`config.mk`:
```
export PLATFORM = sky130hd
export DESIGN_NAME = elfsh_ram
export DESIGN_NICKNAME = d
export VERILOG_FILES = /design/src/sv/elf_symbol_hash_table_builder_macros.svh /design/src/sv/elfsh_ram.sv
export SDC_FILE = /design/constraint.sdc
export NUM_CORES = 1
export LEC_CHECK = 0
export BUFFER_PORTS_ARGS = -buffer_cell sky130_fd_sc_hd__buf_2
export CAP_MARGIN = 20
export CELL_PAD_IN_SITES_DETAIL_PLACEMENT = 1
export CELL_PAD_IN_SITES_GLOBAL_PLACEMENT = 2
export CORE_AREA = 2 2 257 259
export CTS_CLUSTER_DIAMETER = 120
export DETAILED_ROUTE_END_ITERATION = 6
export DIE_AREA = 0 0 259 261
export GPL_ROUTABILITY_DRIVEN = 1
export PLACE_DENSITY = 0.65
export SKIP_CTS_REPAIR_TIMING = 1
export SYNTH_ARGS = -nofsm -noshare
export SYNTH_HDL_FRONTEND = slang
export SYNTH_SLANG_ARGS = --single-unit
```
`constraint.sdc`:
```
create_clock -name clk -period 6.55 [get_ports clk]
set_input_delay 1.31 -clock clk [delete_from_list [all_inputs] [get_ports clk]]
set_output_delay 1.31 -clock clk [all_outputs]
set_load 0.03 [all_outputs]
```
`src/sv/elf_symbol_hash_table_builder_macros.svh`:
```
// ---------------------------------------------------------------------------
// Assertion macros for the ELF symbol hash table builder
// Concurrent checks are sampled on clk and ignored while rst_n is low.
// ---------------------------------------------------------------------------
`ifndef ELF_SYMBOL_HASH_TABLE_BUILDER_MACROS_SVH
`define ELF_SYMBOL_HASH_TABLE_BUILDER_MACROS_SVH

// The consequent must hold in the same cycle as the antecedent.
`define ELFSH_ASSERT_SAME(label, ante, cons, msg) \
  label: assert property (@(posedge clk) disable iff (!rst_n) (ante) |-> (cons)) \
    else $error(msg);

// The consequent must hold in the cycle after the antecedent.
`define ELFSH_ASSERT_NEXT(label, ante, cons, msg) \
  label: assert property (@(posedge clk) disable iff (!rst_n) (ante) |=> (cons)) \
    else $error(msg);

`endif

```
`src/sv/elfsh_ram.sv`:
```
// ---------------------------------------------------------------------------
// elfsh_ram
// Generic single-write, single-read RAM with a registered read port.
// ---------------------------------------------------------------------------
`default_nettype none

module elfsh_ram #(
  parameter int WIDTH = 10,
  parameter int DEPTH = 64
) (
  input  wire logic                                     clk,
  input  wire logic                                     we,
  input  wire logic [(DEPTH > 1 ? $clog2(DEPTH) : 1)-1:0] waddr,
  input  wire logic [WIDTH-1:0]                         wdata,
  input  wire logic [(DEPTH > 1 ? $clog2(DEPTH) : 1)-1:0] raddr,
  output logic      [WIDTH-1:0]                         rdata
);

  logic [WIDTH-1:0] mem [DEPTH];

  always_ff @(posedge clk) begin
    if (we) begin
      mem[waddr] <= wdata;
    end
    rdata <= mem[raddr];
  end

endmodule

`default_nettype wire

```
[Word level (Yosys, flattened, before mapping)]
Memory sizes are Yosys's and may differ from the RTL's. A register that Yosys moved wholly into a read port is not among the register bits.
Index checks and enable logic that the tools add are counted.
Storage, ports and cells
  flip-flop bits (word level): 0
  latch bits: 0
  memory bits (writable): 640
  memory bits (read-only): 0
  output and inout bits: 10
  memories kept: 1
Cells by class
  $add $sub $neg: 0
  multiply operators: 0
  div/mod/pow operators: 0
  order comparisons: 0
  equal/unequal tests: 0
  shift-type cells: 0
  muxes and demuxes: 2
  bitwise gates (word level): 0
  reduce and logical (&&, ||, !) cells: 0
Memories
  mem: words 64, bits a word 10, read ports 1, clocked after memory_dff 1, write ports 1, line elfsh_ram.sv:19  | logic [WIDTH-1:0] mem [DEPTH];
Operators with widths (number)
  $mux W1: 2

[Longest topological paths before layout]
Gate-level depths: netlist of the first run.
  word-level depth: 2
  gate-level depth with buffers: 9

[Worst setup path before layout of the first run]
Ideal clock, no wire load.
  kind: input port to flip-flop
  from: input raddr[0] (netlist bit)
  to: register rdata[2] (read register of mem)
  library setup time: 0.122 ns
  data arrival time: 2.988 ns
  setup slack: 3.440 ns
  stages on the path: 7
  cell sequence: buf_6 buf_4 buf_2 mux4_2 mux2_2 o31ai_1 o21ai_1
RTL lines
  from (decl): line elfsh_ram.sv:15  | input wire logic [(DEPTH > 1 ? $clog2(DEPTH) : 1)-1:0] raddr,
  to (decl): line elfsh_ram.sv:16  | output logic [WIDTH-1:0] rdata

==> results.toml, run 1 <==
[run_status]
status = "complete, no violations"

[cts]
root_buffer = "clkbuf_16"
cts-buffers-inserted = 68
clkTransAtPathRegs_ps = 60
clkLatencyLatePin_ps = 610
h-tree-depth = 3
cts.sinks = 650
clk_path_buf_depth = 3
cts_tree = "built"

[route]
dr.pass1.iters = 5
route.detailed.drc = 0
avgRoutedWirePerCell_um = 27.8
via_per_inst = 5.39
drt_iter0_drc = 1080
antenna_left = 0
drt-total-wl_um = 59000
num_vias = 11400

[power_and_ir_drop]
p_sw_share_pct = 21.2
seqPwrFrac_pct = 53.0
peakVddDrop_mv = 0.220
power_mw = 8.73
pwr-share-comb_pct = 5.1
intPower_mw = 6.88
power.switching_mw = 1.85
clkPwrFrac_pct = 41.9
p_leak_nw = 8.95
power_density_nw_per_um2 = 306

[worst_setup_path]
worst_setup_path_end_kind = "flop"
path_common_cell = "buf_4"
path_cells = "buf_4, buf_4, nand2b_1, o22ai_1, a211oi_1, a22o_1"
crit_fanout = 45
start_kind = "primary input"
cp_data_required_time_ps = 7090
max_stage_delay_ps = 950
crit_type = "primary input to flop"
crit_arrival_ps = 4260
reg2reg_to = "rdata[0]$_DFF_P_"
reg2reg_slack_ps = 4280
cp_slowest_cell = "a211oi_1"
reg2reg_from = "mem[55][0]$_DFFE_PP_"
reg2regPathDepth = 5

[final_layout]
fin_nets = 1230
design_area_um2 = 28600
area_growth_pct = 13.8
drive_gt1_share_pct = 28.2
num-fill-cells = 5948
regArea_um2 = 19400
final_cell_mix = "edfxtp_1 (640), mux4_2 (160), clkbuf_16 (73)"
utilization_pct = 43.9
num_antenna_cells = 0
multiInputGateArea_um2 = 5350
final_common_cell = "edfxtp_1"

[timing]
setup-violations-final = 0
slew_headroom_pct = 22.7
layout_min_cycle_time_ps = 3720
grt_setup_unrepaired = "no"
slew_violations = 0
final_hold_viol_count = 0
whs_ps = 907
worst_slew_pin_slew_ps = 1150
fmax_mhz = 269
min_period_over_period_pct = 56.9
tns_ps = 0
clock-skew-final_ps = 23.8

[logic_synthesis]
synth_top_cell_by_area = "edfxtp_1"
synth.distinct_cells = 37
syn-instance-count = 1118
synth_area_um2 = 25100
synth.ff_latch_count = 650
netlist.area_leader.share_pct = 76.6
yosys_warnings = 0
syn_nets = 1142
ys_top_cells_by_area = "edfxtp_1 (77%), mux4_2 (14%), mux2i_1 (2.1%), nor2_1 (1.0%), dfxtp_1 (0.80%)"
synth.yosys.seq_area_share_pct = 77.4
avgSynthCellArea_um2 = 22.5

[floorplanning]
initial_core_util_pct = 38.6
die_x_um = 259
coreArea_um2 = 65000
ios = 34
fp.dieArea_um2 = 67600
num_rows = 94
die_h_um = 261

[global_route]
first_global_vias = 12200
grt_use_total_pct = 18.0
antenna_found_initial = 0
grt_start_max_net_pins = 71
grt_pass1_wl_um = 87000
overflow = 0

[worst_hold_path]
whs_endpoint = "rdata[4]$_DFF_P_"
hold_path.class = "flop to flop"
min_path_cells = 4
hp-start = "mem[23][4]$_DFFE_PP_"

[placed_design]
globalplace.congestion = 0.761
io_buffer_count = 33
placed_cell_area_um2 = 26300
dp_hpwl_um = 35300

[run]
cap_violations = 0
## Yosys cell counts (all sizes together)
master	n
a2111oi	6
a211oi	9
a21oi	1
a221oi	6
a22o	6
a22oi	9
and2	4
buf	37
clkbuf	25
dfxtp	10
edfxtp	640
mux2	12
mux2i	52
mux4	160
nand2	8
nand2b	6
nand3	7
nand3b	4
nand4	2
nand4b	1
nor2	70
nor2b	12
nor3	2
o211ai	3
o21ai	4
o221ai	1
o22ai	15
o31ai	3
or3	2
or3b	1
## worst max-delay path, delay by kind of cell
family | cells | cell delay, ps
AOI/OAI and AO/OA | 3 | 1320
buffers and inverters | 2 | 1190
and+or+nand+nor | 1 | 320
## layout make-up
class | count | share of cell area, %
clock inverters | 34 | 0.736
multi-input cells | 406 | 18.7
clock buffers | 86 | 6.60
flip-flops and latches | 650 | 68.0
well taps | 864 | 3.78
repair buffers | 80 | 2.18
## how the worst max path moves through the flow
stage,cells after the start,end,startpoint
2_1_floorplan,7,rdata[2]$_DFF_P_,raddr[0]
3_3_place_gp,6,rdata[1]$_DFF_P_,raddr[2]
3_5_place_dp,6,rdata[1]$_DFF_P_,raddr[2]
4_1_cts,6,rdata[1]$_DFF_P_,raddr[2]
5_1_grt,6,rdata[8]$_DFF_P_,raddr[0]
6_report,6,rdata[1]$_DFF_P_,raddr[2]
## kinds of logic after synthesis
logic type,synth area share [%]
buffers and inverters,1.34
and+or+nand+nor,2.18
muxes,17.0
AOI/OAI and AO/OA,2.08
DFF,77.4
## metrics by stage
stage | setup slack [ps] | cells
finish | 2830 | 2120
global route | 2740 | 2120
CTS | 2770 | 2103
detailed placement | 2120 | 1983
global placement | 2140 | 1977
floorplan | 3440 | 1118
## sequential cells by signal (all words and copies together) (netlist names)
register,flops
mem,640
rdata,10
## routing by layer
metal  up-vias  GRT usage [%]  routed length (um)
met5         -              0                   0
met4         0           6.63                1570
met3        68           2.62                2810
met2       278           29.2               29100
met1      6167           24.9               25500
li1       4907              -                   -
## power groups by stage
stage	clock network (mW)	registers [mW]	logic, mW
2_1_floorplan	0	4.72	0.246
3_3_place_gp	0	4.71	0.440
3_5_place_dp	0	4.72	0.451
4_1_cts	3.75	4.63	0.451
5_1_grt	3.91	4.62	0.475
6_report	3.66	4.63	0.443
No activity file was read; power rests on OpenSTA's default activity.
==> run 2, diff against run 1 <==
- PLACE_DENSITY: 0.65 -> 0.67
- clock period: 6.55 -> 3.2 ns (I/O delays scaled with it)
==> run 2 against run 1 <==
  * Non-clock buffer count increased by 64
  * Die area did not move
  * Global-route usage down 0.28 points
==> results.toml, run 2 (same netlist as run 1, synthesis figures left out) <==
[worst_setup_path]
crit_start = "mem[54][3]$_DFFE_PP_"
path_cells = "mux4_2, mux2_4, a2111oi_2, buf_4, a221oi_1, buf_4, a22o_1"
reg2reg_to = "rdata[3]$_DFF_P_"
path_buf_inv = 2
reg2regPathDepth = 7
crit_family = "multiplexers"
path_common_cell = "buf_4"
crit_fanout = 1
crit_type = "flop to flop"
crit_arrival_ps = 2800
reg2reg_from = "mem[54][3]$_DFFE_PP_"
reg2reg_slack_ps = 880
cp_slowest_cell = "mux4_2"
endpoint = "rdata[3]$_DFF_P_"
max_stage_delay_ps = 520
start_kind = "flop"
crit_cells = 7
cp_data_required_time_ps = 3680
worst_setup_path_end_kind = "flop"

[global_route]
first_global_vias = 12600
antenna_found_initial = 0
grt_start_max_net_pins = 65
grt_pass1_wl_um = 86400
overflow = 0
grt_use_total_pct = 17.7

[run_status]
status = "complete, no violations"

[floorplanning]
die_x_um = 259
fp.dieArea_um2 = 67600
num_rows = 94
ios = 34
die_h_um = 261
initial_core_util_pct = 38.6
coreArea_um2 = 65000

[placed_design]
io_buffer_count = 33
dp_hpwl_um = 36000
globalplace.congestion = 0.737

[worst_hold_path]
hold_path.class = "primary input to flop"
hp-start = "wdata[6]"

[cts]
clk_path_buf_depth = 3
cts.sinks = 650
root_buffer = "clkbuf_16"
clkLatencyLatePin_ps = 610
h-tree-depth = 3
cts_tree = "built"
cts-buffers-inserted = 67
clkTransAtPathRegs_ps = 60

[final_layout]
final_common_cell = "edfxtp_1"
top_regs = "mem x640, rdata x10"
area_growth_pct = 15.9
drive_gt1_share_pct = 31.7
multiInputGateArea_um2 = 5350
largest_register_ffs = 640
regMostFlops = "mem"
final_cell_mix = "edfxtp_1 (640), mux4_2 (160), buf_4 (102)"
num_antenna_cells = 0
regArea_um2 = 19400
num-fill-cells = 5940
fin_nets = 1293

[timing]
worst_slew_pin_slew_ps = 1090
setup-violations-final = 0
final_hold_viol_count = 0
tns_ps = 0
clock-skew-final_ps = 18.9
slew_headroom_pct = 27.6
grt_setup_unrepaired = "no"
layout_min_cycle_time_ps = 2320
fmax_mhz = 431
min_period_over_period_pct = 72.6
slew_violations = 0

[route]
num_vias = 11700
antenna_left = 0
avgRoutedWirePerCell_um = 26.7
via_per_inst = 5.38
dr.pass1.iters = 5
route.detailed.drc = 0
drt_iter0_drc = 955
drt-total-wl_um = 58200

[power_and_ir_drop]
p_leak_nw = 9.29
peakVddDrop_mv = 0.472
power_mw = 18.0
power_density_nw_per_um2 = 618

[run]
cap_violations = 0
run 2: per-stage QoR:
stage	cells	hold WS [ps]	setup slack [ps]	utilization, %	area (um2)
after floorplan	1118	739	760	-	25100
after detailed placement	2060	902	225	41.4	26900
after global routing	2180	417	709	44.7	29100
after global placement	2060	912	221	41.4	26900
after CTS	2176	460	840	44.6	29000
final	2180	428	878	44.7	29100
run 2: worst min path at each step:
stage	endpoint	slack, ps	cells after the start
final	mem[29][6]$_DFFE_PP_	430	1
after global routing	mem[29][6]$_DFFE_PP_	420	1
after CTS	rdata[6]$_DFF_P_	460	3
after detailed placement	rdata[4]$_DFF_P_	900	4
after global placement	rdata[6]$_DFF_P_	910	4
after floorplan	mem[0][0]$_DFFE_PP_	740	0
run 2: area by class of cell:
class	count	area share [%]
Clock buffer	81	6.02
Clock inverter	35	1.20
Multi-Input combinational cell	406	18.4
Sequential cell	650	66.8
Tap cell	864	3.72
Timing Repair Buffer	144	3.93
run 2: report_power, final:
group / switching [mW] / internal, mW
registers: 0.0362 / 9.42
logic: 0.577 / 0.375
clock network: 3.18 / 4.40
total: 3.80 / 14.2
run 2: metal layers:
layer | vias to the layer above | share of wire, % | GRT usage, %
met5 | - | 0 | 0
met4 | 0 | 1.7 | 5.30
met3 | 65 | 5.0 | 3.12
met2 | 286 | 49 | 28.8
met1 | 6368 | 44 | 24.5
li1 | 5019 | - | -
