**config.mk**
```make
export PLATFORM = sky130hd
export DESIGN_NAME = elfsh_mod
export DESIGN_NICKNAME = d
export VERILOG_FILES = /design/src/sv/elf_symbol_hash_table_builder_macros.svh /design/src/sv/elfsh_pkg.sv /design/src/sv/elfsh_mod.sv
export SDC_FILE = /design/constraint.sdc
export NUM_CORES = 1
export LEC_CHECK = 0
export BUFFER_PORTS_ARGS = -buffer_cell sky130_fd_sc_hd__buf_4
export CAP_MARGIN = 15
export CORE_UTILIZATION = 40
export DETAILED_ROUTE_END_ITERATION = 10
export GPL_TIMING_DRIVEN = 0
export PLACE_DENSITY = 0.68
export SYNTH_ARGS = -nofsm -noshare
export SYNTH_HDL_FRONTEND = slang
export SYNTH_SLANG_ARGS = --single-unit
```
**constraint.sdc**
```tcl
create_clock -name clk -period 14.9 [get_ports clk]
set_input_delay 2.98 -clock clk [delete_from_list [all_inputs] [get_ports clk]]
set_output_delay 2.98 -clock clk [all_outputs]
set_load 0.05 [all_outputs]
```
**src/sv/elf_symbol_hash_table_builder_macros.svh**
```systemverilog
// ---------------------------------------------------------------------------
// Assertion macros for the ELF symbol hash table builder
// Concurrent checks are sampled on clk and ignored while rst_n is low.
// ---------------------------------------------------------------------------
`ifndef ELF_SYMBOL_HASH_TABLE_BUILDER_MACROS_SVH
`define ELF_SYMBOL_HASH_TABLE_BUILDER_MACROS_SVH

// The consequent must hold in the same cycle as the antecedent.
`define ELFSH_ASSERT_SAME(label, ante, cons, msg) \
  label: assert property (@(posedge clk) disable iff (!rst_n) (ante) |-> (cons)) \
    else $error(msg);

// The consequent must hold in the cycle after the antecedent.
`define ELFSH_ASSERT_NEXT(label, ante, cons, msg) \
  label: assert property (@(posedge clk) disable iff (!rst_n) (ante) |=> (cons)) \
    else $error(msg);

`endif

```
**src/sv/elfsh_pkg.sv**
```systemverilog
// ---------------------------------------------------------------------------
// elfsh_pkg
// Shared types, field widths and the ELF hash step for the hash table builder.
// ---------------------------------------------------------------------------
`default_nettype none

package elfsh_pkg;

  localparam int HASH_W       = 28;
  localparam int BYTE_W       = 8;
  localparam int SYM_W        = 10;
  localparam int CFG_W        = 7;
  localparam int BUCKET_OUT_W = 6;
  // Hash bits consumed per cycle by the modulo unit.
  localparam int STEP_BITS    = 4;

  localparam logic [31:0] HASH_TOP_MASK   = 32'hf000_0000;
  localparam int          HASH_FOLD_SHIFT = 24;

  typedef enum logic [1:0] {
    REQ_NAME_BYTE   = 2'd0,
    REQ_READ_BUCKET = 2'd1,
    REQ_READ_CHAIN  = 2'd2,
    REQ_IGNORED     = 2'd3
  } elfsh_req_t;

  typedef enum logic {
    KIND_INSERT = 1'b0,
    KIND_READ   = 1'b1
  } elfsh_kind_t;

  typedef struct packed {
    elfsh_req_t          req_type;
    logic [BYTE_W-1:0]   name_byte;
    logic                last_byte;
    logic [SYM_W-1:0]    sym_index;
    logic [SYM_W-1:0]    read_index;
  } elfsh_in_t;

  typedef struct packed {
    elfsh_kind_t             result_kind;
    logic [HASH_W-1:0]       hash_word;
    logic [BUCKET_OUT_W-1:0] bucket_used;
    logic [SYM_W-1:0]        read_data;
  } elfsh_out_t;

  // One step of the System V ELF hash on a 28-bit running value.
  function automatic logic [HASH_W-1:0] elf_hash_step(input logic [HASH_W-1:0] h,
                                                      input logic [BYTE_W-1:0] b);
    logic [31:0] t;
    logic [31:0] g;
    t = {h, 4'b0000} + 32'(b);
    g = t & HASH_TOP_MASK;
    t = t ^ (g >> HASH_FOLD_SHIFT);
    t = t & ~g;
    return t[HASH_W-1:0];
  endfunction

endpackage

`default_nettype wire

```
**src/sv/elfsh_mod.sv**
```systemverilog
// ---------------------------------------------------------------------------
// elfsh_mod
// Iterative hash modulo unit: restoring remainder, STEP_BITS bits per cycle.
// ---------------------------------------------------------------------------
`default_nettype none

module elfsh_mod import elfsh_pkg::*; #(
  parameter int DIV_W = 7
) (
  input  wire logic              clk,
  input  wire logic              rst_n,
  input  wire logic              start,
  input  wire logic [HASH_W-1:0] dividend,
  input  wire logic [DIV_W-1:0]  divisor,
  output logic                   done,
  output logic      [DIV_W-1:0]  rem
);

  localparam int N_STEPS = HASH_W / STEP_BITS;
  localparam int CNT_W   = N_STEPS > 1 ? $clog2(N_STEPS) : 1;

  logic              run_r;
  logic              done_r;
  logic [CNT_W-1:0]  cnt_r;
  logic [HASH_W-1:0] div_r;
  logic [DIV_W-1:0]  rem_r;
  logic [DIV_W-1:0]  d_r;
  logic [DIV_W-1:0]  rem_nxt;
  logic [DIV_W:0]    trial;

  // The partial remainder stays below the divisor, so one compare and
  // subtract per dividend bit is enough.
  always_comb begin
    rem_nxt = rem_r;
    trial   = '0;
    for (int i = 0; i < STEP_BITS; i++) begin
      trial = {rem_nxt, div_r[HASH_W-1-i]};
      if (trial >= {1'b0, d_r}) begin
        trial = trial - {1'b0, d_r};
      end
      rem_nxt = trial[DIV_W-1:0];
    end
  end

  always_ff @(posedge clk) begin
    if (!rst_n) begin
      run_r  <= 1'b0;
      done_r <= 1'b0;
      cnt_r  <= '0;
    end else begin
      done_r <= 1'b0;
      if (start) begin
        run_r <= 1'b1;
        cnt_r <= '0;
        div_r <= dividend;
        rem_r <= '0;
        d_r   <= divisor;
      end else if (run_r) begin
        rem_r <= rem_nxt;
        div_r <= div_r << STEP_BITS;
        cnt_r <= cnt_r + 1'b1;
        if (cnt_r == CNT_W'(N_STEPS - 1)) begin
          run_r  <= 1'b0;
          done_r <= 1'b1;
        end
      end
    end
  end

  assign done = done_r;
  assign rem  = rem_r;

endmodule

`default_nettype wire

```
# Word level (Yosys, flattened, before mapping)
# Cells that the tools add are included.
# totals
reg_bits,47
inputBits,38
# op_classes
addsub,5
magnitude_cmp,4
eq_ne,1
mux,11
bitwise_logic,2
n_reduce_logical,5
# op_table
cell,count
$mux 28,2
$mux 7,5
$ge 8x7->1,4
$sub 7x7->7,4
$mux 1,4
$reduce_and 2->1,2
$add 3x1->3 const B,1
$eq 3x3->1 const B,1
$reduce_or 3->1,1
$not 1->1,2
$reduce_bool 2->1,1
$reduce_or 2->1,1

# Longest topological paths before layout
# depth
depth_word,9
ltp_mapped,32

# Worst setup path after synthesis
# No wires, ideal clock.
# synth_path
path_kind,reg-to-reg
from,"register rem_r[0], in the netlist rem[0]"
to,"register rem_r[1], in the netlist rem[1] (data pin)"
arrival_ps,7577
setup_slack_ps,7056
path_stages_with_launch,28
n_path_buf,0
synth_period_minus_slack_ps,7844
cell_sequence,edfxtp_1 -> fa_1 -> a211oi_2 -> o21ai_1 -> a21oi_1 -> mux2_2 -> ha_1 -> nor2b_1 -> o31ai_1 -> a31oi_1 -> a311oi_4 -> mux2_2 -> fa_1 -> nor2b_1 -> o2111ai_1 -> a31oi_1 -> nor4_1 -> mux2i_2 -> mux2i_1 -> fa_1 -> a21o_1 -> a21oi_1 -> o21bai_1 -> a21oi_1 -> a21boi_0 -> or2_2 -> nor3_1 -> nor3_1
# synth_between
elab_chain_cells,9
word_cells_on_any_way,13
# synth_rtl
element,line_no,rtl
start: declaration,elfsh_mod.sv:26,logic [DIV_W-1:0] rem_r;
start signal: assignment,elfsh_mod.sv:59,rem_r <= rem_nxt;
$sub 7x7->7 / $ge 8x7->1 (equally long branches),"elfsh_mod.sv:39, elfsh_mod.sv:38",
$mux 7 *,elfsh_mod.sv:38,"if (trial >= {1'b0, d_r}) begin"
$sub 7x7->7 / $ge 8x7->1 (equally long branches),"elfsh_mod.sv:39, elfsh_mod.sv:38",
$mux 7 *,elfsh_mod.sv:38,
$ge 8x7->1 / $sub 7x7->7 (equally long branches),"elfsh_mod.sv:38, elfsh_mod.sv:39",
$mux 7 *,elfsh_mod.sv:38,
$sub 7x7->7 / $ge 8x7->1 (equally long branches),"elfsh_mod.sv:39, elfsh_mod.sv:38",
$mux 7 *,elfsh_mod.sv:38,
$mux 7 *,elfsh_mod.sv:58,end else if (run_r) begin
# Mark *: on every way between the ends. The rest lies on a longest branch, timed or not. The select of a mux whose other input is x is not followed.
# A chain may end at the register's enable or synchronous reset.

# Worst setup path after layout
# layout_path
from,register d_r[1]
to,"register rem_r[6], in the netlist rem[6] (data pin)"
# layout_between
elab_chain_cells,9
word_cells_on_any_way,13
# layout_rtl
element,line_no,rtl
start: declaration,elfsh_mod.sv:27,logic [DIV_W-1:0] d_r;
start signal: assignment,elfsh_mod.sv:57,d_r <= divisor;
$sub 7x7->7 / $ge 8x7->1 (equally long branches),"elfsh_mod.sv:39, elfsh_mod.sv:38",
$mux 7,elfsh_mod.sv:38,
$sub 7x7->7 / $ge 8x7->1 (equally long branches),"elfsh_mod.sv:39, elfsh_mod.sv:38",
$mux 7,elfsh_mod.sv:38,
$sub 7x7->7 / $ge 8x7->1 (equally long branches),"elfsh_mod.sv:39, elfsh_mod.sv:38",
$mux 7,elfsh_mod.sv:38,
$sub 7x7->7 / $ge 8x7->1 (equally long branches),"elfsh_mod.sv:39, elfsh_mod.sv:38",
$mux 7 *,elfsh_mod.sv:38,
$mux 7 *,elfsh_mod.sv:58,
# Marks and branches as above.

==> impl_results.md <==
* Final worst path period need at 9.287 ns
* Design area at about 3900 µm²
* Post-Syn Instances at 296
* Multiplexer share of the synthesized area at 14.67%
* Area share of the largest cell type after synthesis at 37.24%
* Largest family of logic cells by synthesized area: multiplexers
* Mapped Area at 3387 µm²
* Dpl cells at 445
* Avg Inst Size Synth at about 11 µm²
* Status: finished clean
* Rows at 33
* Crit path DAT at 9.35 ns
* Initial antenna violation count at 0
* Diodes inserted at 0
* Ys Warns at 0
* CP max stage delay at 0.64 ns
* Via density at about 5.4
* Max-cap violations at 0
* Die W at approximately 94 µm
* DRC Markers at 0
* Max clock buf depth at 2
* I/O Pins at 46
* Top post-synthesis cells by area: edfxtp_1 (37%), mux2_2 (12%), ha_1 (11%), xnor2_1 (3.1%), dfxtp_1 (3.0%)
* WL final at ~7 mm
* Synth Register Bits at 47
* Slew Viols, Final at 0
* Setup TNS at 0 ns
* R2R Setup Slk at between 5 and 6 ns
* HP Start: cnt_r[2]$_SDFFE_PP0P_
* Setup Crit Path Kind: flop to flop
* CTS buffer count at 5
* Max frequency at 107.7 MHz
* Post-route ant nets at 0
* CP required at 14.96 ns
* Count leader, synth: edfxtp_1
* Post-synthesis xor/xnor area fraction at 4.137%
* Number of vias in the routed layout at 2464
* Final Hold Violating Endpoints at 0
* Grt ovf at 0
* Area of the core at 8217 µm²
* PortBufs at 44
* Nets at between 400 and 500
* Skew-Pair Late Insertion Delay at 0.30 ns
* Top cells by count, synth: edfxtp_1 (42), mux2_2 (36), ha_1 (30), inv_1 (23), nor2_1 (15)
* Clock Sinks at 47
* CTS H-Tree Depth at 2
* Post_cts resized at 0
* TritonRoute pass-1 iters at 4
* WHS Endpoint: done$_SDFF_PP0_
* RSZ-0062 raised after global routing: no
* Pin slew with the least headroom to its limit at 0.8147 ns
* Final clock period utilization by the worst path at between 60% and 70%
* FF-to-FF path depth at 28
* Post-synth top flop: edfxtp_1
* Finished Layout Cells at approximately 450
* Die Footprint at 8840 µm²
* Initial Utilization at 41.22%
* Final HPWL DP at 5.418 mm
* Distinct cells, synth at 49
* Hold Slack at between 0.4 and 0.5 ns
* Crit-path slowest cell: mux2i_2
* Worst Skew at 0.003589 ns
* CTS Hold Bufs at 0
* Register area share after synthesis at 40.19%
* Startpoint types: flop
* Drt initial violations at 90
* DP Area at between 3000 and 4000 µm²
* Critical path endpoint category: flop
* Total Routing Usage GR at 17.34%
* CTS clk-pin slew, worst paths at 0.09 ns
* Finish-stage setup viols at 0
* Async S/R FF share, synth at 0%
* Hold Crit Depth at 2
* Hold WC Path Type: flop to flop
* Synth area leader: edfxtp_1
* Global-route wire length before repair at 11.77 mm
* Compound-cell area share of the yosys netlist at 14.44%
* GPL Wtd Cong at 0.8617
* Vias in the first global route at 2516
* Reg2reg start: d_r[1]$_DFFE_PP_
* CTS tree: done
* Layout cell share with drive strength beyond 1 at 28.16%
* Largest net degree at the start of global routing at 36
* Worst-path fanout max at 8
* Post-synthesis simple-gate area fraction at 10.01%
* CTS root buf: clkbuf_8
* Syn nets at about 370
* Reg-to-Reg End: rem[6]$_SDFFCE_PP0P_
* Post-synth EDFFs at 42
* Die Span Y at between 90 and 100 µm
* Post-CTS setup repair buffer count at 0
* Synth Area in Adders at 13.45%
* Wire per inst at 15.45 µm
* Slew margin rel. at 45.69%
* Area delta synth->final at 16.25%
flip-flops by register name (all words and copies together) (netlist names):
signal	flops
rem	7
div_r	28
run_r	1
done	1
cnt_r	3
d_r	7
kinds of logic after synthesis:
family,Yosys count
xor+xnor,16
flops,47
mux,43
buf+inv,28
fa+ha+maj,34
simple gates,61
compound gates,67
area by class of cell:
class,instances,area [µm²]
multi-input combinational,221,1922
clock inverter,3,18.77
sequential,47,1361
tap,105,131.4
fill,760,4279
clock buffer,5,68.82
timing repair buffer,44,330.3
inverter,23,86.33
buffer,5,18.77
layer usage:
layer	track usage [%]	vias up	part of all wire, %
li1	-	1231	-
met1	21.73	1162	45
met2	29.14	60	48
met3	3.560	11	5.1
met4	6.795	0	1.8
met5	0	-	0
how the worst max path moves through the flow:
| stage | start | endpoint | slack (ns) | cells after the start |
|---|---|---|---|---|
| 2_1_floorplan | rem[0]$_SDFFCE_PP0P_ | rem[1]$_SDFFCE_PP0P_ | 7.06 | 27 |
| 3_3_place_gp | d_r[1]$_DFFE_PP_ | rem[6]$_SDFFCE_PP0P_ | 5.95 | 28 |
| 3_5_place_dp | d_r[1]$_DFFE_PP_ | rem[6]$_SDFFCE_PP0P_ | 5.69 | 28 |
| 4_1_cts | d_r[1]$_DFFE_PP_ | rem[6]$_SDFFCE_PP0P_ | 5.64 | 28 |
| 5_1_grt | d_r[1]$_DFFE_PP_ | rem[6]$_SDFFCE_PP0P_ | 4.97 | 28 |
| 6_report | d_r[1]$_DFFE_PP_ | rem[6]$_SDFFCE_PP0P_ | 5.61 | 28 |
metrics by stage:
stage / worst slack [ns] / utilization (%)
final: 5.613 / 47.92
after global routing: 4.970 / 47.92
after CTS: 5.641 / 47.92
after detailed placement: 5.690 / 46.86
after global placement: 5.947 / 46.84
after floorplan: 7.056 / -
critical path, delay by kind of cell, from the launching register on:
| kind | cells | cell delay, ns |
|---|---|---|
| simple gates | 4 | 0.85 |
| mux | 4 | 1.81 |
| compound gates | 15 | 3.91 |
| fa+ha+maj | 4 | 1.78 |
| buf+inv | 1 | 0.23 |
| flops | 1 | 0.45 |
cells in the final DEF (no fill, tap or decap), types with 2 or more instances in the layout:
master      n
a211o_1     2
buf_4      44
inv_1      23
a311oi_1    3
nor2_1     15
o31ai_1     5
nor3_1      3
nand3_1     6
clkbuf_8    5
nor3b_1     2
mux2_2     36
or2_2       2
o21a_1      5
and4_1      4
o2111ai_1   2
a21o_1      9
mux2i_1     4
ha_1       30
o21bai_1    3
dfxtp_1     5
a211oi_1    6
a31oi_1     3
nand4_1     5
clkinv_2    2
fa_1        4
edfxtp_1   42
xor2_1      4
a21oi_1    12
and2_1      5
xnor2_1    12
o21ai_0     6
o21ai_1     2
clkbuf_1    4
nor2b_1     6
nand2_1     8
Power is left out: the tool's default activity adds up to more than one toggle a clock period on the data nets, which glitch-free logic cannot reach.
